## src/sv/dfatok_pkg.sv

```systemverilog
`default_nettype none

package dfatok_pkg;

  typedef enum logic [2:0] {
    ACT_LOAD_MAP   = 3'd0,
    ACT_LOAD_TRANS = 3'd1,
    ACT_LOAD_ACC   = 3'd2,
    ACT_SCAN       = 3'd3,
    ACT_END        = 3'd4
  } action_t;

  typedef enum logic [2:0] {
    OP_SCAN,
    OP_BADCHAR,
    OP_END,
    OP_LOAD_TRANS,
    OP_LOAD_ACC
  } op_t;

  typedef enum logic [1:0] {
    BK_FETCH,
    BK_DECIDE,
    BK_ERR2
  } bk_state_t;

  localparam logic KIND_TOKEN = 1'b0;
  localparam logic KIND_ERROR = 1'b1;

  typedef struct packed {
    op_t        op;
    logic [3:0] state_index;
    logic [3:0] class_index;
    logic       entry_valid;
    logic [3:0] entry_value;
  } cmd_t;

  typedef struct packed {
    logic        kind;
    logic [3:0]  token_type;
    logic [15:0] token_length;
    logic        last;
  } res_t;

endpackage

`default_nettype wire

```

## src/sv/dfatok_fifo.sv

```systemverilog
`default_nettype none

module dfatok_fifo #(
  parameter int WIDTH     = 8,
  parameter int DEPTH_LOG = 2
) (
  input  logic             clk,
  input  logic             rst_n,
  input  logic             wr_en,
  input  logic [WIDTH-1:0] wr_data,
  output logic             full,
  input  logic             rd_en,
  output logic [WIDTH-1:0] rd_data,
  output logic             empty
);

  localparam int DEPTH = 2 ** DEPTH_LOG;

  logic [WIDTH-1:0]   entry_r [DEPTH];
  logic [DEPTH_LOG-1:0] wr_ptr_r, wr_ptr_nxt;
  logic [DEPTH_LOG-1:0] rd_ptr_r, rd_ptr_nxt;
  logic [DEPTH_LOG:0]   count_r, count_nxt;

  assign full    = (count_r == (DEPTH_LOG+1)'(DEPTH));
  assign empty   = (count_r == '0);
  assign rd_data = entry_r[rd_ptr_r];

  always_comb begin
    wr_ptr_nxt = wr_en ? wr_ptr_r + 1'b1 : wr_ptr_r;
    rd_ptr_nxt = rd_en ? rd_ptr_r + 1'b1 : rd_ptr_r;
    count_nxt  = count_r;
    if (wr_en && !rd_en) begin
      count_nxt = count_r + 1'b1;
    end else if (rd_en && !wr_en) begin
      count_nxt = count_r - 1'b1;
    end
  end

  always_ff @(posedge clk) begin
    if (!rst_n) begin
      wr_ptr_r <= '0;
      rd_ptr_r <= '0;
      count_r  <= '0;
    end else begin
      wr_ptr_r <= wr_ptr_nxt;
      rd_ptr_r <= rd_ptr_nxt;
      count_r  <= count_nxt;
    end
  end

  always_ff @(posedge clk) begin
    if (wr_en) begin
      entry_r[wr_ptr_r] <= wr_data;
    end
  end

endmodule

`default_nettype wire

```

## src/sv/dfatok_front.sv

```systemverilog
`default_nettype none

module dfatok_front #(
  parameter int NUM_STATES  = 16,
  parameter int NUM_CLASSES = 16
) (
  input  logic              clk,
  input  logic              rst_n,
  input  logic              in_valid,
  output logic              in_ready,
  input  logic [2:0]        in_action,
  input  logic [7:0]        in_char_code,
  input  logic [3:0]        in_state_index,
  input  logic [3:0]        in_class_index,
  input  logic              in_entry_valid,
  input  logic [3:0]        in_entry_value,
  output dfatok_pkg::cmd_t  cmd,
  output logic              cmd_valid,
  input  logic              cmd_ready
);

  import dfatok_pkg::*;

  logic [4:0] cmap_mem [256];
  logic [4:0] cmap_rd_r;

  logic       accept;
  logic       map_wr;
  logic       stg_valid_r, stg_valid_nxt;
  op_t        stg_op_r, stg_op_nxt;
  logic [3:0] stg_si_r;
  logic [3:0] stg_ci_r;
  logic       stg_ev_valid_r;
  logic [3:0] stg_ev_r;

  assign in_ready  = !stg_valid_r || cmd_ready;
  assign accept    = in_valid && in_ready;
  assign cmd_valid = stg_valid_r;

  always_comb begin
    stg_valid_nxt = 1'b0;
    stg_op_nxt    = OP_SCAN;
    map_wr        = 1'b0;
    unique case (action_t'(in_action))
      ACT_LOAD_MAP: begin
        map_wr = 1'b1;
      end
      ACT_LOAD_TRANS: begin
        stg_op_nxt    = OP_LOAD_TRANS;
        stg_valid_nxt = (32'(in_state_index) < NUM_STATES) &&
                        (32'(in_class_index) < NUM_CLASSES);
      end
      ACT_LOAD_ACC: begin
        stg_op_nxt    = OP_LOAD_ACC;
        stg_valid_nxt = (32'(in_state_index) < NUM_STATES);
      end
      ACT_SCAN: begin
        stg_op_nxt    = OP_SCAN;
        stg_valid_nxt = 1'b1;
      end
      ACT_END: begin
        stg_op_nxt    = OP_END;
        stg_valid_nxt = 1'b1;
      end
      default: begin
      end
    endcase
  end

  always_comb begin
    cmd.op          = stg_op_r;
    cmd.state_index = stg_si_r;
    cmd.class_index = stg_ci_r;
    cmd.entry_valid = stg_ev_valid_r;
    cmd.entry_value = stg_ev_r;
    if (stg_op_r == OP_SCAN) begin
      cmd.class_index = cmap_rd_r[3:0];
      if (!cmap_rd_r[4] || (32'(cmap_rd_r[3:0]) >= NUM_CLASSES)) begin
        cmd.op = OP_BADCHAR;
      end
    end
  end

  always_ff @(posedge clk) begin
    if (!rst_n) begin
      stg_valid_r <= 1'b0;
    end else if (in_ready) begin
      stg_valid_r <= accept && stg_valid_nxt;
    end
  end

  always_ff @(posedge clk) begin
    if (accept) begin
      stg_op_r       <= stg_op_nxt;
      stg_si_r       <= in_state_index;
      stg_ci_r       <= in_class_index;
      stg_ev_valid_r <= in_entry_valid;
      stg_ev_r       <= in_entry_value;
      cmap_rd_r      <= cmap_mem[in_char_code];
      if (map_wr) begin
        cmap_mem[in_char_code] <= {in_entry_valid, in_entry_value};
      end
    end
  end

endmodule

`default_nettype wire

```

## src/sv/dfatok_back.sv

```systemverilog
`default_nettype none

module dfatok_back #(
  parameter int NUM_STATES  = 16,
  parameter int NUM_CLASSES = 16,
  parameter int LENGTH_BITS = 16
) (
  input  logic              clk,
  input  logic              rst_n,
  input  dfatok_pkg::cmd_t  cmd,
  input  logic              cmd_valid,
  output logic              cmd_pop,
  output dfatok_pkg::res_t  res_data,
  output logic              res_push,
  input  logic              res_full
);

  import dfatok_pkg::*;

  localparam int SW = $clog2(NUM_STATES);
  localparam int CW = (NUM_CLASSES > 1) ? $clog2(NUM_CLASSES) : 1;
  localparam int LB = LENGTH_BITS;
  localparam logic [LB-1:0] LEN_MAX = '1;

  logic [4:0]         trans_mem  [2 ** (SW + CW)];
  logic [4:0]         trans0_mem [2 ** CW];
  logic [3:0]         type_mem   [2 ** SW];
  logic [(2**SW)-1:0] acc_valid_r;
  logic [4:0]         trans_rd_r;
  logic [4:0]         trans0_rd_r;
  logic [3:0]         type_rd_r;

  bk_state_t     state_r, state_nxt;
  logic [SW-1:0] cur_state_r, cur_state_nxt;
  logic [LB-1:0] pend_r, pend_nxt;
  op_t           cur_op_r;

  logic          trans_wr;
  logic          acc_wr;
  logic          trans_rd_en;
  logic          type_rd_en;
  logic          res_want;
  logic          go;

  logic          ns_ok, ns0_ok, acc_prev, acc_ns, emit_tok, final_ok;
  logic [SW-1:0] ns, ns0, final_ns, cmd_si;
  logic [CW-1:0] cmd_ci;
  logic [LB-1:0] base_len, sat_len;

  res_t          tok_res, err_res;

  assign cmd_si = SW'(cmd.state_index);
  assign cmd_ci = CW'(cmd.class_index);

  assign ns_ok    = trans_rd_r[4] && (32'(trans_rd_r[3:0]) < NUM_STATES);
  assign ns0_ok   = trans0_rd_r[4] && (32'(trans0_rd_r[3:0]) < NUM_STATES);
  assign ns       = SW'(trans_rd_r[3:0]);
  assign ns0      = SW'(trans0_rd_r[3:0]);
  assign acc_prev = acc_valid_r[cur_state_r];
  assign acc_ns   = ns_ok && acc_valid_r[ns];
  assign emit_tok = (pend_r != '0) && acc_prev && !acc_ns;
  assign final_ok = emit_tok ? ns0_ok : ns_ok;
  assign final_ns = emit_tok ? ns0 : ns;
  assign base_len = emit_tok ? '0 : pend_r;
  assign sat_len  = (base_len == LEN_MAX) ? base_len : base_len + 1'b1;

  always_comb begin
    tok_res.kind         = KIND_TOKEN;
    tok_res.token_type   = type_rd_r;
    tok_res.token_length = 16'(pend_r);
    tok_res.last         = 1'b1;
    err_res.kind         = KIND_ERROR;
    err_res.token_type   = '0;
    err_res.token_length = '0;
    err_res.last         = 1'b1;
  end

  always_comb begin
    res_want = 1'b0;
    res_data = err_res;
    unique case (state_r)
      BK_DECIDE: begin
        unique case (cur_op_r)
          OP_SCAN: begin
            if (emit_tok) begin
              res_want      = 1'b1;
              res_data      = tok_res;
              res_data.last = final_ok;
            end else if (!final_ok) begin
              res_want = 1'b1;
            end
          end
          OP_BADCHAR: begin
            res_want = 1'b1;
          end
          OP_END: begin
            res_want = (pend_r != '0);
            if (acc_prev) begin
              res_data = tok_res;
            end
          end
          default: begin
          end
        endcase
      end
      BK_ERR2: begin
        res_want = 1'b1;
      end
      default: begin
      end
    endcase
  end

  assign go       = !res_want || !res_full;
  assign res_push = res_want && !res_full;

  always_comb begin
    state_nxt     = state_r;
    cur_state_nxt = cur_state_r;
    pend_nxt      = pend_r;
    cmd_pop       = 1'b0;
    trans_wr      = 1'b0;
    acc_wr        = 1'b0;
    trans_rd_en   = 1'b0;
    type_rd_en    = 1'b0;
    unique case (state_r)
      BK_FETCH: begin
        if (cmd_valid) begin
          cmd_pop = 1'b1;
          unique case (cmd.op) inside
            OP_LOAD_TRANS: trans_wr = 1'b1;
            OP_LOAD_ACC:   acc_wr   = 1'b1;
            OP_SCAN, OP_BADCHAR, OP_END: begin
              trans_rd_en = (cmd.op == OP_SCAN);
              state_nxt   = BK_DECIDE;
            end
            default: begin
            end
          endcase
        end
      end
      BK_DECIDE: begin
        if (go) begin
          state_nxt     = BK_FETCH;
          cur_state_nxt = '0;
          pend_nxt      = '0;
          if (cur_op_r == OP_SCAN) begin
            if (final_ok) begin
              cur_state_nxt = final_ns;
              pend_nxt      = sat_len;
              type_rd_en    = 1'b1;
            end else if (emit_tok) begin
              state_nxt = BK_ERR2;
            end
          end
        end
      end
      BK_ERR2: begin
        if (go) begin
          state_nxt = BK_FETCH;
        end
      end
      default: begin
        state_nxt = BK_FETCH;
      end
    endcase
  end

  always_ff @(posedge clk) begin
    if (!rst_n) begin
      state_r     <= BK_FETCH;
      cur_state_r <= '0;
      pend_r      <= '0;
    end else begin
      state_r     <= state_nxt;
      cur_state_r <= cur_state_nxt;
      pend_r      <= pend_nxt;
    end
  end

  always_ff @(posedge clk) begin
    if (cmd_pop) begin
      cur_op_r <= cmd.op;
    end
    if (trans_wr) begin
      trans_mem[{cmd_si, cmd_ci}] <= {cmd.entry_valid, cmd.entry_value};
      if (cmd.state_index == '0) begin
        trans0_mem[cmd_ci] <= {cmd.entry_valid, cmd.entry_value};
      end
    end
    if (trans_rd_en) begin
      trans_rd_r  <= trans_mem[{cur_state_r, cmd_ci}];
      trans0_rd_r <= trans0_mem[cmd_ci];
    end
  end

  always_ff @(posedge clk) begin
    if (acc_wr) begin
      acc_valid_r[cmd_si] <= cmd.entry_valid;
      type_mem[cmd_si]    <= cmd.entry_value;
    end
    if (acc_wr && (cmd_si == cur_state_r)) begin
      type_rd_r <= cmd.entry_value;
    end else if (type_rd_en) begin
      type_rd_r <= type_mem[final_ns];
    end
  end

  a_err2_after_restart: assert property (@(posedge clk) disable iff (!rst_n)
    (state_r == BK_ERR2) |-> (cur_state_r == '0 && pend_r == '0))
    else $error("second error result without a restart");

  a_push_not_full: assert property (@(posedge clk) disable iff (!rst_n)
    res_push |-> !res_full)
    else $error("result pushed into a full queue");

  a_token_has_length: assert property (@(posedge clk) disable iff (!rst_n)
    (res_push && res_data.kind == KIND_TOKEN) |-> (pend_r != '0))
    else $error("token emitted with nothing pending");

  a_end_restarts: assert property (@(posedge clk) disable iff (!rst_n)
    (state_r == BK_DECIDE && cur_op_r == OP_END && go) |=>
      (pend_r == '0 && cur_state_r == '0 && state_r == BK_FETCH))
    else $error("end of text did not restart the automaton");

endmodule

`default_nettype wire

```

## src/sv/table_driven_dfa_tokenizer_top.sv

```systemverilog
// Streaming DFA tokenizer with longest-match token emission.
// Input channel (in_valid/in_ready) carries one transaction per item: class
// map loads, transition loads, accept loads, scanned characters and end of
// text. Result channel (out_valid/out_ready) carries tokens (kind, type,
// length) and lexical errors; last marks the final result of one input.
// Class map loads complete in the front stage and run at one per cycle
// while the front stage is not holding a command that the queue has not
// taken. Transition and accept loads pass through the command queue and
// are written in the back-end fetch state. A scanned character or end of
// text is fetched by the back end, with the transition table read for a
// character, and then decided; the decision ends before the next fetch, as
// the read depends on the state left by the previous character. A token
// followed by an error passes through an extra state that emits the error.
// A four-entry result queue decouples the receiver: when out_ready stays
// low, the back end stops only once that queue is full, and the command
// queue then fills before in_ready drops. Reset clears the automaton to
// state 0 with nothing pending and empties both queues; the tables are not
// cleared and must be loaded before scanning.
`default_nettype none

module table_driven_dfa_tokenizer_top #(
  parameter int NUM_STATES  = 16,
  parameter int NUM_CLASSES = 16,
  parameter int LENGTH_BITS = 16
) (
  input  logic        clk,
  input  logic        rst_n,
  input  logic        in_valid,
  output logic        in_ready,
  input  logic [2:0]  in_action,
  input  logic [7:0]  in_char_code,
  input  logic [3:0]  in_state_index,
  input  logic [3:0]  in_class_index,
  input  logic        in_entry_valid,
  input  logic [3:0]  in_entry_value,
  output logic        out_valid,
  input  logic        out_ready,
  output logic        out_kind,
  output logic [3:0]  out_token_type,
  output logic [15:0] out_token_length,
  output logic        out_last
);

  import dfatok_pkg::*;

  cmd_t front_cmd;
  cmd_t q_cmd;
  logic front_valid;
  logic q_full;
  logic q_empty;
  logic q_pop;
  logic q_push;

  res_t back_res;
  res_t out_res;
  logic res_push;
  logic res_full;
  logic res_empty;
  logic res_pop;

  assign q_push    = front_valid && !q_full;
  assign out_valid = !res_empty;
  assign res_pop   = out_valid && out_ready;

  assign out_kind         = out_res.kind;
  assign out_token_type   = out_res.token_type;
  assign out_token_length = out_res.token_length;
  assign out_last         = out_res.last;

  dfatok_front #(
    .NUM_STATES  (NUM_STATES),
    .NUM_CLASSES (NUM_CLASSES)
  ) u_front (
    .clk            (clk),
    .rst_n          (rst_n),
    .in_valid       (in_valid),
    .in_ready       (in_ready),
    .in_action      (in_action),
    .in_char_code   (in_char_code),
    .in_state_index (in_state_index),
    .in_class_index (in_class_index),
    .in_entry_valid (in_entry_valid),
    .in_entry_value (in_entry_value),
    .cmd            (front_cmd),
    .cmd_valid      (front_valid),
    .cmd_ready      (!q_full)
  );

  dfatok_fifo #(
    .WIDTH     ($bits(cmd_t)),
    .DEPTH_LOG (2)
  ) u_cmd_q (
    .clk     (clk),
    .rst_n   (rst_n),
    .wr_en   (q_push),
    .wr_data (front_cmd),
    .full    (q_full),
    .rd_en   (q_pop),
    .rd_data (q_cmd),
    .empty   (q_empty)
  );

  dfatok_back #(
    .NUM_STATES  (NUM_STATES),
    .NUM_CLASSES (NUM_CLASSES),
    .LENGTH_BITS (LENGTH_BITS)
  ) u_back (
    .clk       (clk),
    .rst_n     (rst_n),
    .cmd       (q_cmd),
    .cmd_valid (!q_empty),
    .cmd_pop   (q_pop),
    .res_data  (back_res),
    .res_push  (res_push),
    .res_full  (res_full)
  );

  dfatok_fifo #(
    .WIDTH     ($bits(res_t)),
    .DEPTH_LOG (2)
  ) u_res_q (
    .clk     (clk),
    .rst_n   (rst_n),
    .wr_en   (res_push),
    .wr_data (back_res),
    .full    (res_full),
    .rd_en   (res_pop),
    .rd_data (out_res),
    .empty   (res_empty)
  );

endmodule

`default_nettype wire
```

## config.mk

```make
export PLATFORM = sky130hd
export DESIGN_NAME = table_driven_dfa_tokenizer_top
export DESIGN_NICKNAME = d
export VERILOG_FILES = /design/src/sv/dfatok_pkg.sv /design/src/sv/dfatok_fifo.sv /design/src/sv/dfatok_front.sv /design/src/sv/dfatok_back.sv /design/src/sv/table_driven_dfa_tokenizer_top.sv
export SDC_FILE = /design/constraint.sdc
export NUM_CORES = 2
export LEC_CHECK = 0
export BUFFER_PORTS_ARGS = -buffer_cell sky130_fd_sc_hd__buf_4
export CAP_MARGIN = 15
export CORE_UTILIZATION = 50
export CTS_CLUSTER_DIAMETER = 120
export CTS_CLUSTER_SIZE = 8
export DETAILED_ROUTE_END_ITERATION = 8
export GPL_ROUTABILITY_DRIVEN = 0
export PLACE_DENSITY = 0.65
export SYNTH_ARGS = -nofsm -noshare
export SYNTH_HDL_FRONTEND = slang
export SYNTH_SLANG_ARGS = --single-unit
export TNS_END_PERCENT = 1
```

## constraint.sdc

```tcl
create_clock -name clk -period 4.8 [get_ports clk]
set_input_delay 0.24 -clock clk [delete_from_list [all_inputs] [get_ports clk]]
set_output_delay 0.24 -clock clk [all_outputs]
set_load 0.005 [all_outputs]
```

==> results.cfg <==
[flow_run]
cap_violations = 0

[clock_tree]
cts_tree = built
clk-insertion-delay-late_ps = 980
post_cts_buffers = 0
ctsRootBufferMaster = clkbuf_16
cts_buffers = 418
clk_pin_slew_worst_paths_ps = 50
cts_max_path_buffers = 4
htreeDepth = 5
cts_sinks = 2951

[worst_hold_path]
min_to = u_front.cmap_mem[106][1]$_DFFE_PP_
holdPathStages = 1
holdCritStartpoint = in_entry_value[1]
hold_path_class = in2reg

[timing]
worst_pin_slew_ps = 1170
clock.fmax_mhz = 232
maxSlewViolCount = 0
hold_viol_final = 2
fin_crit_sh = 0.897
rsz0062_at_grt = false
relSlewSlack = 0.221
setup_tns_ps = 0
period_minus_slack_ps = 4310
setup_violations = 0
skew_ps = 108
timing.hold.ws_ps = -3.03

[finish]
fin_util = 0.573
final_layout_size_suffix_gt1_frac = 0.250
stdcell_count = 9130
fin_nets = 6085
fillCellCount = 16500
multi_input_area_sq_um = 26500
register_area_sq_um = 88200
area_growth_pct = 13.7

[detailed_routing]
vias = 58200
drt_iter0_drc = 6403
drc = 0
wl_um = 281000
first_pass_iters = 5
wl_per_cell_um = 30.8
drt-vias-per-instance = 6.37
ant_nets = 0

[yosys]
ys_ff_latch = 2951
synth_cell_type_count = 66
synth.net_count = 5756
ys_seq_area_frac = 0.759
synth_area_sq_um = 116000
syn_inst = 5712
synth-edff-count = 2910
async_reset_ff_frac = 0
synth.avg_cell_area_sq_um = 20.3
synth_warnings = 0
yosys_most_used_dff = edfxtp_1

[global_routing]
met1_usage = 0.334
grt_busiest_layer = met2
grt_overflow = 0
antenna_found_initial = 11
grt_max_degree = 155
first_global_vias = 59700
met2_usage = 0.384
grt_pass1_wl_um = 413000
grt_usage = 0.241
globalRouteMet3Util = 0.0504

[worst_setup_path]
reg2reg_slack_ps = 490
cp-end-kind = register
worstPathBufferInverterCount = 2
arrival_ps = 4880
cp_cell_sequence = buf_4 > buf_4 > mux4_2 > nor3_1 > nand2_1 > nor2_1
r2r-end = u_back.trans_mem[193][3]$_DFFE_PP_
slowest_stage = nor3_1
crit_top_cell = buf_4
start_kind = register
crit_fanout = 16
crit_family = simple AND/OR/NAND/NOR gates
max_stage_delay_ps = 920
critPathKind = reg2reg
worst-r2r-cell-count = 6
cp.required_ps = 5370

[die]
dieHeight_um = 484
start_util = 0.504
core_area_sq_um = 231000
die_area_sq_um = 234000
fp-row-count = 176
die_x_um = 484
io_pins = 52

[pwr]
p_leak_uw = 0.0407
ir_drop_uv = 393
powerDensity_nw_per_um2 = 506

[run_status]
violations = negative hold slack
outcome = finished with violations

[placement]
place_inst = 8624
post-dp-hpwl_um = 170000
portBuffers = 51
-- per-stage QoR --
stage | setup WS, ps | instance area, sq um | total power (uW)
3_5_place_dp | 439 | 121000 | 42000
2_1_floorplan | 866 | 116000 | 37700
5_1_grt | 345 | 132000 | 68800
3_3_place_gp | 481 | 121000 | 41900
6_report | 492 | 132000 | 66800
4_1_cts | 420 | 132000 | 67200
-- cells in the mapped netlist (all sizes together), types with 19 or more instances --
master,n,area [sq um]
edfxtp,2910,87400
mux4,802,18100
nor2,605,2270
clkbuf,238,893
nand2,213,800
a22oi,142,1070
buf,120,623
a21oi,113,566
nand3,56,280
a211oi,53,398
dfxtp,41,821
mux2i,40,400
and2,37,231
o21ai,31,155
inv,28,105
nor2b,24,150
nor3,22,110
o22ai,22,138
nand2b,19,119
-- area by class of cell --
cell class / count / area share
inverters: 29 / 0.000824
clock buffers: 469 / 0.0816
repair buffers: 267 / 0.0196
clock inverters: 9 / 0.000956
well taps: 3026 / 0.0286
multi-input cells: 2374 / 0.201
flip-flops and latches: 2951 / 0.667
diodes: 5 / 0.0000947
-- repair_timing --
action                                  4_1_cts  5_1_grt
endpoints found under the setup margin        0        0
endpoints found under the hold margin        53        0
gates resized for setup                       0        0
hold buffers                                 22        0
-- metal layers --
| metal | vias to the layer above | share of wire |
|---|---|---|
| li1 | 24000 | - |
| met1 | 30700 | 0.40 |
| met2 | 2890 | 0.49 |
| met3 | 537 | 0.084 |
| met4 | 10 | 0.032 |
| met5 | - | 0.00025 |
-- sequential cells by signal, indices dropped and copies added (netlist names), 4 cells and up, named ones only --
signal / flops
u_back.acc_valid_r: 16
u_back.cur_state_r: 4
u_back.pend_r: 16
u_back.trans0_mem: 80
u_back.trans0_rd_r: 5
u_back.trans_mem: 1280
u_back.trans_rd_r: 5
u_back.type_mem: 64
u_back.type_rd_r: 4
u_cmd_q.entry_r: 64
u_front.cmap_mem: 1280
u_front.cmap_rd_r: 5
u_front.stg_ci_r: 4
u_front.stg_ev_r: 4
u_front.stg_si_r: 4
u_res_q.entry_r: 88
-- cell families after synthesis --
kind of cell,synth area share
flops,0.759
simple gates,0.0377
mux,0.160
compound gates,0.0260
buf+inv,0.0140
xor+xnor,0.00121
fa+ha+maj,0.00185
-- report_power, final --
part / switching [uW] / total [uW] / internal [uW]
clock: 9910 / 25400 / 15500
combinational: 7170 / 11300 / 4090
sequential: 145 / 30200 / 30000
total: 17200 / 66800 / 49600
-- how the worst max path moves through the flow --
stage               slack (ps)                                  to                          startpoint  cells past startpoint
detailed placement         440  u_back.trans_mem[129][0]$_DFFE_PP_                            register                      6
global route               340  u_back.trans_mem[129][2]$_DFFE_PP_                            register                      6
floorplan                  870       u_back.pend_r[2]$_SDFFE_PN0P_  u_back.cur_state_r[1]$_SDFFE_PN0P_                     16
CTS                        420  u_back.trans_mem[141][2]$_DFFE_PP_                            register                      6
finish                     490  u_back.trans_mem[193][3]$_DFFE_PP_                            register                      6
global placement           480   u_back.trans_mem[73][4]$_DFFE_PP_                            register                      6
-- cell usage in the layout (no fill, tap or decap), drive strengths merged, types with 19 or more instances in the layout --
cell type	n
nand2	213
nand2b	19
dfxtp	41
a22oi	142
o21ai	31
inv	34
edfxtp	2910
nor2b	24
nor2	605
o22ai	22
dlygate4sd3	22
mux2i	40
and2	37
nand3	56
nor3	22
buf	240
a211oi	53
mux4	802
clkbuf	474
a21oi	113
(Power assumes the default switching activity.)
